===== src/rtl/strm_pkg.sv =====
// shared constants and types for the sample timing and rssi monitor
package strm_pkg;

	// width of the expected interval register
	localparam int CFG_BITS = 32;
	// width of an rssi reading
	localparam int RSSI_BITS = 8;

	// event kind codes
	typedef enum logic {
		FUNC_SAMPLE = 1'b0,
		FUNC_ERROR  = 1'b1
	} func_t;

endpackage


===== src/rtl/sample_timing_rssi_monitor_unit.sv =====
// sample timing and rssi monitor with a bit-serial interval divider
//
// channel   dir  handshake                  payload
// sample    in   sample_valid/sample_ready  func, timestamp, rssi
// cfg       in   cfg_valid/cfg_ready        cfg_data (expected_interval)
// result    out  result_valid/result_ready  intervals, flags, counters
//
// an event that needs a miss division passes from beat to the next possible
// beat through one restoring divider step per cycle over the TIME_BITS
// interval bits, the saturating miss add and the load of the result register;
// any other event goes from the beat straight to the result register load.
// sample_ready is low while an event is in work; a result waiting in the output
// register holds the sequencer in its last state until the result beat.
// arst_n clears the monitor counters and flags and the expected interval.
module sample_timing_rssi_monitor_unit
	import strm_pkg::*;
#(
	parameter int TIME_BITS  = 48,
	parameter int COUNT_BITS = 32
) (
	input  logic                        clk,
	input  logic                        arst_n,
	// sample channel
	input  logic                        sample_valid,
	output logic                        sample_ready,
	input  logic                        func,
	input  logic [TIME_BITS-1:0]        timestamp,
	input  logic signed [RSSI_BITS-1:0] rssi,
	// configuration channel
	input  logic                        cfg_valid,
	output logic                        cfg_ready,
	input  logic [CFG_BITS-1:0]         cfg_data,
	// result channel
	output logic                        result_valid,
	input  logic                        result_ready,
	output logic signed [TIME_BITS:0]   query_interval,
	output logic signed [TIME_BITS:0]   change_interval,
	output logic signed [TIME_BITS:0]   unchanged_time,
	output logic                        success_flag,
	output logic                        level_changed,
	output logic [COUNT_BITS-1:0]       query_count,
	output logic [COUNT_BITS-1:0]       success_count,
	output logic [COUNT_BITS-1:0]       error_count,
	output logic [COUNT_BITS-1:0]       miss_count,
	output logic [COUNT_BITS-1:0]       change_count,
	output logic [COUNT_BITS-1:0]       repeat_count
);

	localparam int DIFF_W = TIME_BITS + 1;
	localparam int CNT_W  = $clog2(TIME_BITS + 1);
	localparam int SUM_W  = ((TIME_BITS > COUNT_BITS) ? TIME_BITS : COUNT_BITS) + 1;
	localparam logic [SUM_W-1:0] COUNT_TOP =
		{{(SUM_W-COUNT_BITS){1'b0}}, {COUNT_BITS{1'b1}}};

	typedef enum logic [1:0] {
		ST_IDLE,
		ST_DIV,
		ST_MISS,
		ST_DONE
	} state_t;

	state_t state_q;

	// monitor state
	logic [CFG_BITS-1:0]        expected_q;
	logic                       have_query_q;
	logic [TIME_BITS-1:0]       last_query_q;
	logic                       have_level_q;
	logic [RSSI_BITS-1:0]       last_level_q;
	logic [TIME_BITS-1:0]       last_change_q;
	logic [COUNT_BITS-1:0]      queries_q;
	logic [COUNT_BITS-1:0]      successes_q;
	logic [COUNT_BITS-1:0]      errors_q;
	logic [COUNT_BITS-1:0]      misses_q;
	logic [COUNT_BITS-1:0]      changes_q;
	logic [COUNT_BITS-1:0]      repeats_q;

	// per-event result staging
	logic [DIFF_W-1:0]          q_int_q;
	logic [DIFF_W-1:0]          c_int_q;
	logic [DIFF_W-1:0]          unch_q;
	logic                       ok_q;
	logic                       changed_q;

	// divider registers: dividend shifts out, quotient shifts in
	logic [TIME_BITS-1:0]       dvd_q;
	logic [CFG_BITS-1:0]        rem_q;
	logic [CNT_W-1:0]           div_cnt_q;

	// result register
	logic                       res_valid_q;
	logic [DIFF_W-1:0]          res_q_int_q;
	logic [DIFF_W-1:0]          res_c_int_q;
	logic [DIFF_W-1:0]          res_unch_q;
	logic                       res_ok_q;
	logic                       res_changed_q;
	logic [COUNT_BITS-1:0]      res_queries_q;
	logic [COUNT_BITS-1:0]      res_successes_q;
	logic [COUNT_BITS-1:0]      res_errors_q;
	logic [COUNT_BITS-1:0]      res_misses_q;
	logic [COUNT_BITS-1:0]      res_changes_q;
	logic [COUNT_BITS-1:0]      res_repeats_q;

	logic                       sample_beat;
	logic                       out_free;
	logic [DIFF_W-1:0]          query_diff;
	logic [DIFF_W-1:0]          level_diff;
	logic                       level_differs;
	logic                       need_div;
	logic [CFG_BITS:0]          trial;
	logic [CFG_BITS:0]          trial_sub;
	logic                       q_bit;
	logic [SUM_W-1:0]           miss_sum;

	assign sample_ready = (state_q == ST_IDLE);
	assign cfg_ready    = 1'b1;
	assign sample_beat  = sample_valid && sample_ready;
	assign out_free     = !res_valid_q || result_ready;

	// interval arithmetic at the sample beat
	always_comb begin
		query_diff    = {1'b0, timestamp} - {1'b0, last_query_q};
		level_diff    = {1'b0, timestamp} - {1'b0, last_change_q};
		level_differs = (rssi != last_level_q);
		need_div      = have_query_q && !query_diff[TIME_BITS] && (query_diff != '0)
			&& (expected_q != '0);
	end

	// restoring divider step
	always_comb begin
		trial     = {rem_q, dvd_q[TIME_BITS-1]};
		trial_sub = trial - {1'b0, expected_q};
		q_bit     = !trial_sub[CFG_BITS];
	end

	// saturating miss add of quotient minus one
	always_comb begin
		miss_sum = {{(SUM_W-COUNT_BITS){1'b0}}, misses_q}
			+ {{(SUM_W-TIME_BITS){1'b0}}, dvd_q} - {{(SUM_W-1){1'b0}}, 1'b1};
	end

	// sequencer, monitor state and result register
	always_ff @(posedge clk or negedge arst_n) begin
		if (!arst_n) begin
			state_q      <= ST_IDLE;
			expected_q   <= '0;
			have_query_q <= 1'b0;
			last_query_q <= '0;
			have_level_q <= 1'b0;
			last_level_q <= '0;
			last_change_q <= '0;
			queries_q    <= '0;
			successes_q  <= '0;
			errors_q     <= '0;
			misses_q     <= '0;
			changes_q    <= '0;
			repeats_q    <= '0;
			div_cnt_q    <= '0;
			res_valid_q  <= 1'b0;
		end else begin
			if (cfg_valid && cfg_ready) begin
				expected_q <= cfg_data;
			end
			// a result beat empties the register unless a new result loads now
			if (result_valid && result_ready && (state_q != ST_DONE)) begin
				res_valid_q <= 1'b0;
			end
			unique case (state_q)
				ST_IDLE: begin
					if (sample_beat) begin
						// query bookkeeping
						if (queries_q != '1) queries_q <= queries_q + 1'b1;
						q_int_q      <= have_query_q ? query_diff : '1;
						have_query_q <= 1'b1;
						last_query_q <= timestamp;
						// error count for an error, rssi tracking for a successful sample
						if (func == FUNC_ERROR) begin
							c_int_q   <= '1;
							unch_q    <= '1;
							ok_q      <= 1'b0;
							changed_q <= 1'b0;
							if (errors_q != '1) errors_q <= errors_q + 1'b1;
						end else begin
							ok_q <= 1'b1;
							if (successes_q != '1) successes_q <= successes_q + 1'b1;
							if (!have_level_q) begin
								have_level_q  <= 1'b1;
								last_level_q  <= rssi;
								last_change_q <= timestamp;
								c_int_q       <= '1;
								unch_q        <= '0;
								changed_q     <= 1'b0;
							end else if (level_differs) begin
								changed_q     <= 1'b1;
								c_int_q       <= level_diff;
								unch_q        <= '0;
								last_level_q  <= rssi;
								last_change_q <= timestamp;
								if (changes_q != '1) changes_q <= changes_q + 1'b1;
							end else begin
								changed_q <= 1'b0;
								c_int_q   <= '1;
								unch_q    <= level_diff;
								if (repeats_q != '1) repeats_q <= repeats_q + 1'b1;
							end
						end
						// start the divider when a miss count may follow
						if (need_div) begin
							dvd_q     <= query_diff[TIME_BITS-1:0];
							rem_q     <= '0;
							div_cnt_q <= CNT_W'(TIME_BITS);
							state_q   <= ST_DIV;
						end else begin
							state_q <= ST_DONE;
						end
					end
				end
				ST_DIV: begin
					rem_q     <= q_bit ? trial_sub[CFG_BITS-1:0] : trial[CFG_BITS-1:0];
					dvd_q     <= {dvd_q[TIME_BITS-2:0], q_bit};
					div_cnt_q <= div_cnt_q - 1'b1;
					if (div_cnt_q == CNT_W'(1)) begin
						state_q <= ST_MISS;
					end
				end
				ST_MISS: begin
					// quotient above one adds missed slots
					if (dvd_q > TIME_BITS'(1)) begin
						misses_q <= (miss_sum > COUNT_TOP) ? '1 : miss_sum[COUNT_BITS-1:0];
					end
					state_q <= ST_DONE;
				end
				ST_DONE: begin
					if (out_free) begin
						res_valid_q     <= 1'b1;
						res_q_int_q     <= q_int_q;
						res_c_int_q     <= c_int_q;
						res_unch_q      <= unch_q;
						res_ok_q        <= ok_q;
						res_changed_q   <= changed_q;
						res_queries_q   <= queries_q;
						res_successes_q <= successes_q;
						res_errors_q    <= errors_q;
						res_misses_q    <= misses_q;
						res_changes_q   <= changes_q;
						res_repeats_q   <= repeats_q;
						state_q         <= ST_IDLE;
					end
				end
				default: state_q <= ST_IDLE;
			endcase
		end
	end

	// result port drive
	assign result_valid    = res_valid_q;
	assign query_interval  = res_q_int_q;
	assign change_interval = res_c_int_q;
	assign unchanged_time  = res_unch_q;
	assign success_flag    = res_ok_q;
	assign level_changed   = res_changed_q;
	assign query_count     = res_queries_q;
	assign success_count   = res_successes_q;
	assign error_count     = res_errors_q;
	assign miss_count      = res_misses_q;
	assign change_count    = res_changes_q;
	assign repeat_count    = res_repeats_q;

	// a sample beat always starts work
	a_beat_leaves_idle: assert property (@(posedge clk) disable iff (!arst_n)
		sample_beat |=> (state_q != ST_IDLE))
		else $error("sequencer stayed idle after a sample beat");

	// the divider never runs with an exhausted step count
	a_div_count_live: assert property (@(posedge clk) disable iff (!arst_n)
		(state_q == ST_DIV) |-> (div_cnt_q != '0))
		else $error("divider running with zero steps left");

	// the miss count only grows
	a_miss_monotonic: assert property (@(posedge clk) disable iff (!arst_n)
		1'b1 |=> (misses_q >= $past(misses_q)))
		else $error("miss count went down");

	// every success and every error is also a query
	a_counts_bounded: assert property (@(posedge clk) disable iff (!arst_n)
		(successes_q <= queries_q) && (errors_q <= queries_q))
		else $error("success or error count above query count");

endmodule


===== config.mk =====
export PLATFORM = sky130hd
export DESIGN_NAME = sample_timing_rssi_monitor_unit
export DESIGN_NICKNAME = d
export VERILOG_FILES = /design/src/rtl/strm_pkg.sv /design/src/rtl/sample_timing_rssi_monitor_unit.sv
export SDC_FILE = /design/constraint.sdc
export NUM_CORES = 2
export LEC_CHECK = 0
export BUFFER_PORTS_ARGS = -buffer_cell sky130_fd_sc_hd__buf_4
export CAP_MARGIN = 5
export CORE_MARGIN = 4
export CORE_UTILIZATION = 50
export CTS_BUF_LIST = sky130_fd_sc_hd__clkbuf_4 sky130_fd_sc_hd__clkbuf_8
export DETAILED_ROUTE_END_ITERATION = 10
export PLACE_DENSITY_LB_ADDON = 0.2
export SYNTH_ARGS = -nofsm -noshare
export SYNTH_HDL_FRONTEND = slang
export SYNTH_SLANG_ARGS = --single-unit
export TNS_END_PERCENT = 30

===== constraint.sdc =====
create_clock -name clk -period 10.3 [get_ports clk]
set_input_delay 0.515 -clock clk [delete_from_list [all_inputs] [get_ports clk]]
set_output_delay 0.515 -clock clk [all_outputs]
set_load 0.02 [all_outputs]

After elaboration in Yosys (flattened, before gate mapping):

Index checks and enable logic that the tools add are counted.

* bitwise logic cells: 3
* reduce and logical (&&, ||, !) cells: 30
* add/sub/neg operators: 11
* magnitude comparators: 2
* eq/ne operators: 16
* multiplexer cells: 27

Operator list (number)
* $mux W48: 4
* $add A32 B1 Y32 const B: 5
* $ne A32 B32 Y1 const B: 5
* $mux W32: 4
* $mux W49: 2
* $sub A48 B48 Y49: 2
* $pmux W48 S2: 1
* $pmux W32 S2: 1
* $add A32 B48 Y49: 1
* $gt A49 B32 Y1 const B: 1
* $reduce_bool A49 Y1: 1
* $sub A49 B1 Y49 const B: 1
* $gt A48 B1 Y1 const B: 1
* $sub A33 B32 Y33: 1
* $reduce_bool A32 Y1: 1
* $reduce_and A3 Y1: 6
* $mux W8: 2
* $reduce_and A4 Y1: 4
* $mux W6: 2
* $pmux W6 S2: 1
* $reduce_and A6 Y1: 2
* $mux W2: 4
* $ne A8 B8 Y1: 1
* $pmux W2 S4: 1
* other kinds (16): 35

* bits of input ports: 94
* word-level logic and storage cells: 122
* output and inout bits: 344
* register bits: 909

Depth between registers and ports, before layout:

* depth after elaboration: 8
* gate-level depth with buffers: 19
* mapped depth without buffers: 18

Worst setup path before layout:

No wires, ideal clock.

* path kind: input port to flip-flop
* start: input port result_ready
* end: register res_changes_q[0] (netlist: change_count[0]) (enable)
* setup slack: 1.130 ns
* setup time: 0.749 ns
* required time: 9.551 ns
* stages on the path: 2
* buffers on the path: 0
* arrival time: 8.421 ns
* cells stage by stage: nand2b_1 > and3_1

* word-level cells in the longest chain between the ends: 2

Ends and longest elaborated chain
* start, declared: line sample_timing_rssi_monitor_unit.sv:35 `input logic result_ready,`
* $logic_or A1 B1 Y1: line sample_timing_rssi_monitor_unit.sv:118 `assign out_free = !res_valid_q || result_ready;`
* $reduce_and A3 Y1 (no line)
* end signal, assigned: line sample_timing_rssi_monitor_unit.sv:245 `res_changes_q <= changes_q;`
* end, declared: line sample_timing_rssi_monitor_unit.sv:101 `logic [COUNT_BITS-1:0] res_changes_q;`

No other way between the ends.
A chain may end at the register's enable or synchronous reset.

Worst setup path in the final report:

* start: input port timestamp[0]
* end: register dvd_q[5] (enable)

* word-level cells in the longest chain between the ends: 7
* elaborated cells on any way between the ends: 8
* those cells by class: add/sub (1); eq/ne (1); reduce/logical (6)

Ends and longest elaborated chain
* start, declared: line sample_timing_rssi_monitor_unit.sv:27 `input logic [TIME_BITS-1:0] timestamp,`
* $sub A48 B48 Y49 *: line sample_timing_rssi_monitor_unit.sv:122 `query_diff = {1'b0, timestamp} - {1'b0, last_query_q};`
* branches (longest 2 deep; another with $reduce_bool A49 Y1)
* $logic_and A1 B1 Y1 *: line sample_timing_rssi_monitor_unit.sv:125 `need_div = have_query_q && !query_diff[TIME_BITS] && (query_diff != '0)`
* $logic_and A1 B1 Y1 *: line sample_timing_rssi_monitor_unit.sv:126 `&& (expected_q != '0);`
* $ne A2 B1 Y1 (no line) *
* $reduce_and A4 Y1 (no line) *
* end signal, assigned: line sample_timing_rssi_monitor_unit.sv:209 `dvd_q <= query_diff[TIME_BITS-1:0];`
* end signal, assigned: line sample_timing_rssi_monitor_unit.sv:220 `dvd_q <= {dvd_q[TIME_BITS-2:0], q_bit};`
* end, declared: line sample_timing_rssi_monitor_unit.sv:86 `logic [TIME_BITS-1:0] dvd_q;`

Every way passes the cells marked *.

==> key figures <==
Clock network
  • Clk sinks: 909
  • CTS max path bufs: 3
  • Root Driver: clkbuf_8
  • Clock-pin slew of the registers on the worst-case setup and hold paths: 0.06 ns
  • CTS tree: yes
  • TritonCTS buffer count: between 150 and 200
  • Setup Buffers After CTS: 0
  • PostCTS Resize Cnt: 0
  • H-tree Lvls: 4
  • Worst skew pair latency: 0.80 ns

Setup path
  • Critical R2R Launch: last_query_q[0]$_DFFE_PN0P_
  • Req. time, crit path: 10.72 ns
  • Startpoint type of the worst setup path: input port
  • Critical path class: input port to register
  • CP max stage cell: nor2b_4
  • Path depth of the worst reg2reg path: 15
  • CP endpoint kind: register
  • R2r endpoint: dvd_q[5]$_DFFE_PP_
  • Crit-path max FO: 48
  • Reg2reg setup slack: 4.63 ns
  • Critical Path AT: 6.15 ns
  • Crit-path cells: dlygate4sd3_1, buf_4, inv_1, ha_1, fa_1, nand2b_1, a211o_1, o21bai_4, a211o_1, a31oi_4, o211ai_1, and3_1, nor2_1, o21ai_0, o2111ai_1, o21a_1, nor2b_4, buf_4
  • CP peak stage delay: around 0.83 ns

Flow run
  • Max-Cap Viols: 0

Global route
  • Initial antenna violation count: 10
  • GRT Util Overall: 0.231
  • Gr ovfl total: 0
  • Pin count of the biggest net entering global routing: 154
  • First-pass GRT wire length: 172 mm
  • Vias in the first global route: slightly above 30000

STA
  • RSZ-0062 raised after global routing: no
  • TNS Setup: 0 ns
  • Final max-slew violation count: 0
  • Worst Skew: 0.0383 ns
  • Crit share post-route: 0.556
  • Tightest Pin Transition: 1.07 ns
  • Hold_ws: approximately 0.14 ns
  • Slew headroom: 0.287
  • Minimum clock period: 5.73 ns
  • Final Hold Viols: 0
  • Final number of setup-violating endpoints: 0
  • Maximum clock rate: 0.175 GHz

Yosys
  • Area share of the largest cell type after synthesis: 0.387
  • Post-Syn Area per Cell: 11.4 sq um
  • Synth area leaders: edfxtp_1, dfrtp_1, ha_1
  • Post-synth ARST share: 0.373
  • Distinct cells, synth: between 90 and 100
  • FF+latch count, synth: between 900 and 1000
  • Most frequent cells after synthesis: edfxtp_1, nand2_1, dfrtp_1, inv_1, o21ai_0
  • Predominant post-synthesis flop cell: edfxtp_1
  • Largest area contributor in the netlist: edfxtp_1
  • Sequential area share after synthesis: 0.579
  • EDFF count, synth: between 500 and 600
  • Count leader, synth: edfxtp_1
  • Post-Synthesis Cells: 3885
  • Mapped Nets: 4211
  • Mapped Area: 44200 sq um
  • Ys Warns: 0

Floorplanning
  • Die height: around 300 um
  • # IOs: around 440
  • Initial core utilization: 0.507
  • Die width: 305 um
  • FP Rows: 108
  • CORE AREA: between 80000 and 90000 sq um
  • DIE AREA: 93300 sq um

Cells and area
  • # fillers: slightly above 7000
  • Layout Nets: 4798
  • Ratio of cells with drive above 1 in the final layout: 0.179
  • Synth-to-Final Area Change: 19.8%

Placed design
  • HPWL Detailed: 78.8 mm
  • Placer Congestion: 0.953
  • Port Buffers: 436

Detailed routing
  • Final ANT Viol Nets: 0
  • Total iterations of the first detailed-routing run: 6
  • Via count: around 31000
  • DR vias/cell: about 5.4
  • Remaining design rule violation count: 0
  • DRT iter0 DRCs: 2419
  • Routed WL: ~110 mm
  • WL/cell: 18.9 um

Power
  • PwrDens: roughly 270 nW/um^2
  • Peak VDD IR: around 0.17 mV
  • Tot Pwr: 0.0140 W
  • Pleak: 22.2 nW

Hold path
  • Hold Crit Start: func
  • Worst hold path type: input port to register
  • Min-Delay Endpoint: c_int_q[1]$_SDFFCE_PP1P_
  • Hold path depth: 2

Run status
  • Status: finished clean
[metrics by stage]
step                      std cells  instance area, sq um  setup WS, ns   util
after CTS                      5757                 52900          4.59  0.606
final                          5766                 52900          4.57  0.607
after global routing           5764                 52900          4.12  0.607
after detailed placement       5382                 48700          4.30  0.558
after floorplan                3885                 44200          1.13      -
after global placement         5382                 48700          4.45  0.558
[repair_timing]
item | CTS | global route
endpoints found under the hold margin | 155 | 0
endpoints found under the setup margin | 0 | 0
hold buffers | 90 | 0
[power breakdown]
part           internal [W]  switching [W]
logic               0.00208        0.00342
clock network       0.00193        0.00145
registers           0.00485       0.000317
total               0.00886        0.00518
[worst max-delay path by stage]
stage                                           start  cells past startpoint  slack, ns                         to
after global routing      last_query_q[0]$_DFFE_PN0P_                     15       4.12         dvd_q[2]$_DFFE_PP_
after floorplan                          result_ready                      2       1.13  change_count[0]$_DFFE_PP_
after global placement                   timestamp[0]                     17       4.45         dvd_q[2]$_DFFE_PP_
final                                    timestamp[0]                     18       4.57         dvd_q[5]$_DFFE_PP_
after CTS                 last_query_q[0]$_DFFE_PN0P_                     15       4.59        dvd_q[11]$_DFFE_PP_
after detailed placement                 timestamp[0]                     17       4.30         dvd_q[7]$_DFFE_PP_
[area by class of cell]
class | count | area (sq um) | area share
diodes | 9 | 22.5 | 0.000425
flip-flops and latches | 909 | 25600 | 0.483
clock inverters | 49 | 434 | 0.00820
well taps | 1155 | 1450 | 0.0273
clock buffers | 236 | 2870 | 0.0541
repair buffers | 548 | 4370 | 0.0826
inverters | 328 | 1230 | 0.0233
multi-input cells | 2532 | 17000 | 0.321
[state kept, by name, summed over array words and instances (netlist names), 48 cells and up]
signal           flops
c_int_q             49
change_interval     49
dvd_q               48
last_change_q       48
last_query_q        48
q_int_q             49
query_interval      49
unch_q              49
unchanged_time      49
[logic make-up (layout without fill, tap and decap cells)]
logic type / Yosys count / count (layout) / share of synthesized area
simple gates: 1112 / 1112 / 0.122
flops: 909 / 909 / 0.579
compound gates: 785 / 785 / 0.110
buf+inv: 444 / 1161 / 0.0383
xor+xnor: 309 / 309 / 0.0614
fa+ha+maj: 232 / 232 / 0.0663
mux: 93 / 93 / 0.0228
other cells: 1 / 10 / 0.0000848
[critical path, delay by kind of cell]
family / cells / cell delay, ns
AOI/OAI and AO/OA: 8 / 2.33
buffers and inverters: 4 / 1.37
and+or+nand+nor: 4 / 1.26
adders and majority gates: 2 / 0.63
[cells in the final DEF, fill, tap and decap left out, drive strengths merged, types with 59 or more instances in the layout]
| master | count |
|---|---|
| a21o | 82 |
| a21oi | 205 |
| and3 | 59 |
| buf | 458 |
| clkbuf | 236 |
| dfrtp | 339 |
| dlygate4sd3 | 90 |
| edfxtp | 570 |
| ha | 228 |
| inv | 333 |
| mux2 | 62 |
| nand2 | 423 |
| nand3 | 113 |
| nand4 | 73 |
| nor2 | 175 |
| nor2b | 63 |
| o21ai | 272 |
| xnor2 | 195 |
| xor2 | 114 |
[layer usage]
| metal | global-route usage | vias up | wire [um] |
|---|---|---|---|
| li1 | - | 15100 | - |
| met1 | 0.317 | 14900 | 49000 |
| met2 | 0.367 | 882 | 50200 |
| met3 | 0.0516 | 192 | 6540 |
| met4 | 0.0750 | 2 | 2920 |
| met5 | 0 | - | 18 |
(Power assumes the default switching activity.)
